--- config.mk ---
export PLATFORM = sky130hd
export DESIGN_NAME = sptro_ctrl
export DESIGN_NICKNAME = d
export VERILOG_FILES = /design/src/rtl/core/assert_macros.svh /design/src/rtl/core/sptro_pkg.sv /design/src/rtl/core/sptro_ctrl.sv
export SDC_FILE = /design/constraint.sdc
export NUM_CORES = 1
export LEC_CHECK = 0
export BUFFER_PORTS_ARGS = -buffer_cell sky130_fd_sc_hd__buf_2
export CAP_MARGIN = 30
export CORE_AREA = 5 5 42 44
export CTS_CLUSTER_SIZE = 24
export DETAILED_ROUTE_END_ITERATION = 6
export DIE_AREA = 0 0 47 49
export PLACE_DENSITY_LB_ADDON = 0.1
export SLEW_MARGIN = 40
export SYNTH_ARGS = -nofsm -noshare
export SYNTH_HDL_FRONTEND = slang
export SYNTH_SLANG_ARGS = --single-unit
--- constraint.sdc ---
create_clock -name i_clk -period 1.06 [get_ports i_clk]
set_clock_uncertainty 0.15 [all_clocks]
set_input_delay 0.106 -clock i_clk [delete_from_list [all_inputs] [get_ports i_clk]]
set_output_delay 0.106 -clock i_clk [all_outputs]
set_load 0.02 [all_outputs]
--- src/rtl/core/assert_macros.svh ---
// Assertion macros for the RTL of the core, included by its top level.
`ifndef ASSERT_MACROS_SVH
`define ASSERT_MACROS_SVH
`ifndef SYNTHESIS
// Check a property at every rising clock edge outside reset.
`define ASSERT_PROP(label, clk, rst_n, prop) \
    label: assert property (@(posedge clk) disable iff (!rst_n) (prop)) \
        else $error("%m: property failed");
// Check that a condition holds at every rising clock edge outside reset.
`define ASSERT_ALWAYS(label, clk, rst_n, expr) \
    `ASSERT_PROP(label, clk, rst_n, expr)
`else
`define ASSERT_PROP(label, clk, rst_n, prop)
`define ASSERT_ALWAYS(label, clk, rst_n, expr)
`endif
`endif

--- src/rtl/core/sptro_pkg.sv ---
// Types, constants and codes shared by the read offset lookup core.
package sptro_pkg;

    localparam int MAX_READS  = 1024;
    localparam int IDX_W      = $clog2(MAX_READS);
    localparam int CNT_W      = $clog2(MAX_READS + 1);
    localparam int LEN_W      = 16;
    localparam int POS_W      = 32;
    localparam int MIN_W      = 16;
    localparam int OUT_IDX_W  = 10;
    localparam logic [MIN_W-1:0] MIN_SUFFIX_RESET = 16'd30;

    localparam int IN_TDATA_W  = ((LEN_W + POS_W + 7) / 8) * 8;
    localparam int OUT_FIELD_W = OUT_IDX_W + POS_W + 1;
    localparam int OUT_TDATA_W = ((OUT_FIELD_W + 7) / 8) * 8;
    localparam int OUT_PAD_W   = OUT_TDATA_W - OUT_FIELD_W;

    typedef enum logic [1:0] {
        REQ_CLEAR  = 2'd0,
        REQ_APPEND = 2'd1,
        REQ_QUERY  = 2'd2
    } t_req;

    typedef enum logic [1:0] {
        ST_OK     = 2'd0,
        ST_FULL   = 2'd1,
        ST_EMPTY  = 2'd2,
        ST_BEYOND = 2'd3
    } t_status;

    typedef enum logic [1:0] {
        S_IDLE   = 2'd0,
        S_SEARCH = 2'd1,
        S_FINISH = 2'd2
    } t_state;

    // commands from controller to datapath
    typedef struct packed {
        logic accept;
        logic search;
        logic finish;
    } t_cmd;

    // status from datapath to controller
    typedef struct packed {
        logic out_free;
        logic query_go;
        logic search_done;
    } t_dp_stat;

endpackage

--- src/rtl/core/sptro_ctrl.sv ---
// Controller state machine: accept, search sequencing and result hand-off.
module sptro_ctrl
    import sptro_pkg::*;
(
    input  logic     i_clk,
    input  logic     i_rst_n,
    input  logic     i_in_valid,
    output logic     o_in_ready,
    input  t_dp_stat i_stat,
    output t_cmd     o_cmd
);

    t_state r_state;
    t_state n_state;

    always_ff @(posedge i_clk) begin
        if (!i_rst_n) begin
            r_state <= S_IDLE;
        end else begin
            r_state <= n_state;
        end
    end

    always_comb begin
        n_state = r_state;
        unique case (r_state)
            S_IDLE: begin
                if (i_in_valid && i_stat.out_free && i_stat.query_go) begin
                    n_state = S_SEARCH;
                end
            end
            S_SEARCH: begin
                if (i_stat.search_done) begin
                    n_state = S_FINISH;
                end
            end
            S_FINISH: begin
                if (i_stat.out_free) begin
                    n_state = S_IDLE;
                end
            end
            default: begin
                n_state = S_IDLE;
            end
        endcase
    end

    always_comb begin
        o_in_ready   = (r_state == S_IDLE) && i_stat.out_free;
        o_cmd.accept = i_in_valid && o_in_ready;
        o_cmd.search = (r_state == S_SEARCH);
        o_cmd.finish = (r_state == S_FINISH) && i_stat.out_free;
    end

endmodule

* After elaboration in Yosys (flattened, before gate mapping)
Cells that the tools add are included.
** Operators by class
- Order comparisons :: 0
- Mux-type cells :: 4
- Reductions and logical operators :: 7
- Shift-type cells :: 0
- $add $sub $neg :: 0
- Equality and inequality tests :: 5
- $mul :: 0
- Bitwise logic cells :: 0
- Divide/modulo/power cells :: 0
** Operators by type and width (count)
- 2-bit 2-to-1 mux :: 3
- 2-bit inequality test, second input constant :: 3
- 2-bit one-hot mux with 3 select lines :: 1
- 1-bit logical AND :: 5
- 3-bit AND reduction :: 1
- 2-bit by 1-bit == test with 1-bit output, second input constant :: 1
- 2-bit == test, second input constant :: 1
- 2-bit logical NOT :: 1
** Word-level totals
- Bits of input ports :: 6
- Logic and storage cells :: 17
- Output and inout bits :: 4
- Memory bits (read-only) :: 0
- RAM bits :: 0
- Latch bits :: 0
- Memories :: 0
- Bits in registers :: 2

* Depth between registers and ports, before layout
Gate-level depths: netlist of run 1.
- Depth after elaboration :: 4
- Gate-level depth with buffers :: 3
- Depth with buffers taken out :: 3

* Least setup slack after synthesis of run 1
No wires, ideal clock.
- Path kind :: reg-to-reg
- From :: reg r_state[1]
- To :: reg r_state[0]
- Path slack :: -0.054 ns
- Arrival time :: 0.891 ns
- Setup time :: 0.073 ns
- Path buffers :: 0
- Period minus slack after synthesis :: 1.114 ns
- Required time :: 0.837 ns
- Cell stages (with the launch flop) :: 4
- Path through :: dfxtp_1 and4bb_2 a22oi_2 nor3b_2
** On the way
- Word-level cells in the longest chain between the ends :: 3
- Elaborated cells between the ends (all ways) :: 8
- Classes of those cells :: eq/ne (5); mux (1); reduce/logical (2)
** Ends and longest elaborated chain
- start, declared :: line sptro_ctrl.sv:13 : t_state r_state;
- start signal, assigned :: line sptro_ctrl.sv:20 : r_state <= n_state;
- 2-bit == test (tied with other cells) :: line sptro_ctrl.sv:26 : unique case (r_state)
- 2-bit inequality test (no line)
- 3-bit AND reduction (no line)
Parallel ways exist; a longest one is shown, timed or not.
A chain may end at the register's enable or synchronous reset.

==> load_flow_metrics.sql, run 1 <==
INSERT INTO impl_metrics (metric_group, metric, value, unit) VALUES
('outcome', 'run_status', 'complete, but fails checks', ''),
('outcome', 'failed_checks', 'negative setup slack', ''),
('timing', 'finalCritPeriodShare', '117', '%'),
('placed_design', 'post-place-ws', '-0.0423', 'ns'),
('critical_path', 'setup.worst_path.start_class', 'register', ''),
('grt', 'grt_overflow', '0', ''),
('finish', 'insertedDiodeCount', '0', ''),
('timing', 'hold_violations', '0', ''),
('floorplanning', 'core.rowCount', '14', ''),
('timing', 'post-route-worst-setup-slack', '-0.181', 'ns'),
('critical_path', 'timing.setup.critical_path_class', 'register to primary output', ''),
('finish', 'layout_top_registers', 'r_state (2)', ''),
('critical_path', 'worst_r2r_startpoint', 'r_state[1]', ''),
('placed_design', 'place_area', '210', 'µm²'),
('pwr', 'cell_pwr_density', '1070', 'mW/mm²'),
('grt', 'grt_pass1_vias', '146', ''),
('logic_synthesis', 'synthCells', '13', ''),
('grt', 'first_pass_grt_wire_length', '572', 'µm'),
('critical_path', 'crit_arrival', '0.99', 'ns'),
('pwr', 'leakage', '0.133', 'nW'),
('pwr', 'power_frac_clock', '53.7', '%'),
('floorplanning', 'start_util', '9.55', '%'),
('finish', 'synthesis_to_layout_area_growth', '118', '%'),
('critical_path', 'critical_path.endpoint_type', 'primary output', ''),
('timing', 'rsz0062_at_grt', 'true', ''),
('timing', 'finalWorstPathRequiredPeriod', '1.24', 'ns'),
('timing', 'max_slew_margin', '89.7', '%'),
('clock_network', 'root_buffer_master', 'clkbuf_4', ''),
('flow_run', 'maxCapViolations', '0', ''),
('placed_design', 'globalplace.congestion', '0.670', ''),
('pwr', 'power.ir.vdd_worst', '0.000434', 'V'),
('finish', 'nets', '36', ''),
('route', 'drt-pass1-iter-count', '2', ''),
('logic_synthesis', 'mappedNetlistArea', '134', 'µm²'),
('logic_synthesis', 'syn-num-nets', '19', ''),
('finish', 'drive_above_1_share', '89.3', '%'),
('finish', 'finalInstanceArea', '292', 'µm²'),
('route', 'wire_length_after_detailed_routing', '355', 'µm'),
('critical_path', 'r2r-end', 'r_state[0]', ''),
('route', 'routed-via-count', '150', ''),
('critical_path', 'worstRegToRegCells', '4', ''),
('pwr', 'sw_frac_of_total', '22.7', '%'),
('clock_network', 'clock-sinks', '2', ''),
('min_path', 'hold_depth', '3', ''),
('logic_synthesis', 'ys_ff_latch', '2', ''),
('logic_synthesis', 'yosysUniqueCellTypes', '11', ''),
('floorplanning', 'dieArea', '0.00230', 'mm²'),
('floorplanning', 'die-width', '47', 'µm'),
('route', 'wire_per_inst', '8.07', 'µm'),
('logic_synthesis', 'ys_seq_area_share', '29.9', '%'),
('pwr', 'power_switching', '0.0000707', 'W'),
('logic_synthesis', 'synth_warnings', '0', ''),
('floorplanning', 'chip_height', '49', 'µm'),
('floorplanning', 'floorplan.io_pins', '10', ''),
('placed_design', 'port_buffers', '9', ''),
('route', 'drt_first_iter_violations', '1', ''),
('timing', 'worstMarginPinSlew', '0.155', 'ns'),
('critical_path', 'last_element_of_the_critical_path', 'o_cmd[2]', ''),
('finish', 'final_core_util', '20.8', '%'),
('finish', 'registers.top_by_ff_count', 'r_state', ''),
('min_path', 'hold_class', 'input pin to register', ''),
('timing', 'final-setup-viol-count', '5', ''),
('finish', 'final-instance-count-excl-fill', '44', ''),
('clock_network', 'tritoncts_clock_tree', 'yes', ''),
('timing', 'slew_viol_final', '0', ''),
('placed_design', 'place.detailed.instances', '39', ''),
('clock_network', 'clk_latency', '0.22', 'ns'),
('critical_path', 'required', '0.80', 'ns'),
('floorplanning', 'core_area', '0.00140', 'mm²'),
('critical_path', 'cp-startpoint', 'r_state[1]', ''),
('critical_path', 'timing.reg2reg.setup_slack', '-0.10', 'ns');
[cells by family after synthesis]
logic type      Yosys count  synth area share, %
compound gates            2                 13.1
buf+inv                   2                 8.41
flops                     2                 29.9
simple gates              7                 48.6
[placed cells by master, fill, tap and decap left out]
| cell type | synthesis | layout |
|---|---|---|
| a21oi_2 | 0 | 1 |
| buf_2 | 0 | 5 |
| nor3b_2 | 1 | 3 |
| and4bb_4 | 0 | 1 |
| dfxtp_2 | 0 | 2 |
| clkbuf_4 | 0 | 3 |
| a22oi_2 | 1 | 1 |
| buf_4 | 1 | 3 |
| and2b_2 | 1 | 1 |
| and3b_2 | 1 | 1 |
| inv_1 | 1 | 1 |
| buf_6 | 0 | 4 |
| nor2b_1 | 1 | 1 |
| dlygate4sd3_1 | 0 | 1 |
[critical path, stage by stage (launching register included)]
cell and delay, ns:
dfxtp_2 0.32, and4bb_4 0.33, buf_6 0.12
[power by group through the flow]
stage                     clock (W)  combinational (W)  sequential, W
final                      0.000167          0.0000632      0.0000811
after detailed placement          0          0.0000476      0.0000811
after global placement            0          0.0000478      0.0000811
after floorplan                   0          0.0000290      0.0000807
after global routing       0.000183          0.0000675      0.0000819
after CTS                  0.000181          0.0000638      0.0000809
[synth_stat cells]
library cell | number | area share [%]
nor3b_2 | 1 | 9.3
buf_4 | 1 | 5.6
and4bb_2 | 1 | 9.3
a21oi_1 | 1 | 3.7
dfxtp_1 | 2 | 30
and2b_2 | 1 | 6.5
nor3b_1 | 2 | 11
and3b_2 | 1 | 7.5
nor2b_1 | 1 | 4.7
a22oi_2 | 1 | 9.3
inv_1 | 1 | 2.8
[repair_timing]
item,CTS,global route
resized for setup,12,1
hold buffers,1,0
pin swaps,2,3
endpoints found under the setup margin,6,6
hold endpoints to repair,2,0
buffers inserted,1,0
[layer usage]
layer  routed length [µm]  up-vias  GRT usage (%)  share of wire (%)
li1                     -       78              -                  -
met1                  160       66           4.15                 45
met2                  156        6           4.30                 44
met3                   38        0           2.21                 11
met4                    0        0           2.76                  0
met5                    0        -              0                  0
[worst min path at each step]
stage,start,to
floorplan,i_rst_n,r_state[1]
detailed placement,i_rst_n,r_state[1]
global route,i_stat[0],r_state[1]
CTS,i_stat[0],r_state[1]
finish,i_stat[0],r_state[1]
global placement,i_rst_n,r_state[1]
[stage by stage]
| step | power [W] | hold slack (ns) |
|---|---|---|
| after detailed placement | 0.000129 | 0.198 |
| after floorplan | 0.000110 | 0.0842 |
| final | 0.000311 | 0.0164 |
| after global placement | 0.000129 | 0.200 |
| after CTS | 0.000326 | 0.00554 |
| after global routing | 0.000332 | 0.0582 |
[cell type report]
type	count	area [µm²]
fill	162	1110
tap	16	20.0
sequential	2	42.5
timing repair buffer	13	103
multi-input combinational	9	100
inverter	1	3.75
clock buffer	3	22.5
Power figures use the tool's default switching activity.
==> run 2, diff against run 1 <==
--- a/config.mk
+++ b/config.mk
@@ -5,9 +5,10 @@
 export SDC_FILE = /design/constraint.sdc
 export NUM_CORES = 1
 export LEC_CHECK = 0
-export BUFFER_PORTS_ARGS = -buffer_cell sky130_fd_sc_hd__buf_2
+export BUFFER_PORTS_ARGS = -buffer_cell sky130_fd_sc_hd__buf_4
 export CAP_MARGIN = 30
 export CORE_AREA = 5 5 42 44
+export CTS_CLUSTER_DIAMETER = 120
 export CTS_CLUSTER_SIZE = 24
 export DETAILED_ROUTE_END_ITERATION = 6
 export DIE_AREA = 0 0 47 49
==> load_flow_metrics.sql, run 2 (synthesis gave the netlist of run 1 again) <==
INSERT INTO impl_metrics (metric_group, metric, value, unit) VALUES
('clock_network', 'h-tree-depth', '1', ''),
('floorplanning', 'floorplan.io_pins', '10', ''),
('grt', 'grt_overflow', '0', ''),
('flow_run', 'maxCapViolations', '0', ''),
('route', 'wire_per_inst', '9.16', 'µm'),
('clock_network', 'clock-sinks', '2', ''),
('finish', 'final_common_cell', 'buf_4', ''),
('finish', 'layout_top_registers', 'r_state (2)', ''),
('clock_network', 'clk_latency', '0.23', 'ns'),
('critical_path', 'crit_arrival', '1.00', 'ns'),
('critical_path', 'worst-path-max-fanout', '4', ''),
('grt', 'grt_antenna_before_repair', '0', ''),
('finish', 'finalInstanceArea', '305', 'µm²'),
('placed_design', 'place.detailed.instances', '39', ''),
('timing', 'final-setup-viol-count', '5', ''),
('placed_design', 'port_buffers', '9', ''),
('pwr', 'power_report.internal_total', '0.000248', 'W'),
('timing', 'rsz0062_at_grt', 'true', ''),
('timing', 'slew_viol_final', '0', ''),
('pwr', 'combPwrFrac', '21.7', '%'),
('pwr', 'sw_frac_of_total', '23.3', '%'),
('finish', 'insertedDiodeCount', '0', ''),
('min_path', 'hold_depth', '3', ''),
('finish', 'drive_above_1_share', '79.3', '%'),
('pwr', 'power_frac_clock', '53.2', '%'),
('critical_path', 'setup.worst_path.start_class', 'register', ''),
('route', 'wire_length_after_detailed_routing', '412', 'µm'),
('placed_design', 'final_hpwl_from_detailed_placement', '304', 'µm'),
('timing', 'finalCritPeriodShare', '118', '%'),
('finish', 'number_of_flip_flops_in_the_largest_register', '2', ''),
('timing', 'worstMarginPinSlew', '0.183', 'ns'),
('timing', 'fin_hold_ws', '0.0569', 'ns'),
('finish', 'nets', '37', ''),
('floorplanning', 'die-width', '47', 'µm'),
('grt', 'global_route.usage.total', '4.78', '%'),
('finish', 'layout_common_cells', 'buf_4 (8), buf_6 (4), clkbuf_4 (3)', ''),
('critical_path', 'timing.setup.critical_path_class', 'register to primary output', ''),
('floorplanning', 'chip_height', '49', 'µm'),
('route', 'drc_errors', '0', ''),
('route', 'final_antenna_net_count', '0', ''),
('finish', 'final-instance-count-excl-fill', '45', ''),
('clock_network', 'cts-buffers-inserted', '3', ''),
('grt', 'first_pass_grt_wire_length', '703', 'µm'),
('outcome', 'run_status', 'complete, but fails checks', ''),
('floorplanning', 'dieArea', '0.00230', 'mm²'),
('pwr', 'cell_pwr_density', '1060', 'mW/mm²'),
('route', 'routed-via-count', '157', ''),
('pwr', 'power_frac_seq', '25.1', '%'),
('floorplanning', 'start_util', '9.55', '%'),
('finish', 'synthesis_to_layout_area_growth', '128', '%'),
('grt', 'grt_pass1_vias', '171', ''),
('grt', 'maximum_number_of_pins_on_one_net_before_global_route_repair', '6', ''),
('timing', 'hold_violations', '0', ''),
('floorplanning', 'core.rowCount', '14', ''),
('timing', 'fmaxAchievable', '797', 'MHz'),
('placed_design', 'globalplace.congestion', '0.591', ''),
('timing', 'finalWorstPathRequiredPeriod', '1.26', 'ns'),
('clock_network', 'clockBufferDepth', '2', ''),
('route', 'drt-pass1-iter-count', '2', ''),
('pwr', 'power_switching', '0.0000752', 'W'),
('critical_path', 'required', '0.80', 'ns'),
('critical_path', 'worstRegToRegCells', '4', ''),
('route', 'detail_route.vias_per_cell', '3.49', ''),
('outcome', 'failed_checks', 'negative setup slack', ''),
('pwr', 'leakage', '0.139', 'nW'),
('pwr', 'power.ir.vdd_worst', '0.000309', 'V'),
('clock_network', 'tritoncts_clock_tree', 'yes', ''),
('min_path', 'hold_class', 'input pin to register', ''),
('clock_network', 'root_buffer_master', 'clkbuf_4', ''),
('finish', 'final.fill_count', '168', ''),
('route', 'drt_first_iter_violations', '1', ''),
('timing', 'max_slew_margin', '87.8', '%'),
('pwr', 'power.total', '0.000323', 'W'),
('placed_design', 'place_area', '233', 'µm²'),
('finish', 'registers.top_by_ff_count', 'r_state', ''),
('clock_network', 'cts.reportedPaths.clkPinSlew', '0.03', 'ns'),
('critical_path', 'critical_path.endpoint_type', 'primary output', ''),
('timing', 'post-route-worst-setup-slack', '-0.195', 'ns'),
('placed_design', 'post-place-ws', '-0.0634', 'ns'),
('floorplanning', 'core_area', '0.00140', 'mm²');
-- run 2: cell types whose count changed in the layout (fill, tap and decap cells not counted), sizes merged --
| cell | previous run | this run |
|---|---|---|
| dlygate4sd3 | 1 | 2 |
-- run 2: power by group through the flow --
stage               clock network [W]  logic [W]  registers, W
floorplan                           0  0.0000290     0.0000807
global placement                    0  0.0000568     0.0000814
detailed placement                  0  0.0000571     0.0000814
CTS                          0.000186  0.0000707     0.0000810
global route                 0.000195  0.0000749     0.0000816
finish                       0.000172  0.0000701     0.0000811
-- run 2: cell type report --
cell class | count | area [µm²] | area share, %
well taps | 16 | 20.0 | 6.56
inverters | 1 | 3.75 | 1.23
multi-input cells | 9 | 91.3 | 29.9
clock buffers | 3 | 22.5 | 7.38
flip-flops and latches | 2 | 42.5 | 13.9
repair buffers | 14 | 125 | 41.0
-- run 2: per-layer routing --
| layer | share of wire (%) | track usage (%) | vias to the layer above |
|---|---|---|---|
| met5 | 0 | 0 | - |
| met4 | 3.4 | 6.91 | 0 |
| met3 | 16 | 2.95 | 2 |
| met2 | 45 | 5.66 | 8 |
| met1 | 35 | 4.38 | 69 |
| li1 | - | - | 78 |
-- run 2: repair_timing --
| item | CTS | global route |
|---|---|---|
| cloned | 0 | 0 |
| pin swaps | 0 | 1 |
| hold buffers | 2 | 0 |
| endpoints found under the hold margin | 2 | 0 |
| setup buffers | 1 | 0 |
| endpoints found under the setup margin | 6 | 6 |
| resized for setup | 6 | 1 |
-- run 2: worst paths after layout --
kind	startpoint	end	slack [ns]
worst max-delay path	r_state[1]	o_cmd[2]	-0.20
worst min-delay path	i_stat[1]	r_state[0]	0.06
worst max register to register	r_state[1]	r_state[0]	-0.13
worst min register to register	r_state[0]	r_state[1]	0.59
-- run 2: worst max-delay path, stage by stage, from the launching register on --
cell and delay (ns):
dfxtp_2 0.32, and4bb_4 0.34, buf_6 0.12
-- run 2: through the flow --
stage                     TNS [ns]  util (%)
after CTS                   -0.855      21.5
final                       -0.804      21.8
after floorplan            -0.0895         -
after global placement      -0.107      16.6
after detailed placement   -0.0634      16.6
after global routing         -1.14      21.8
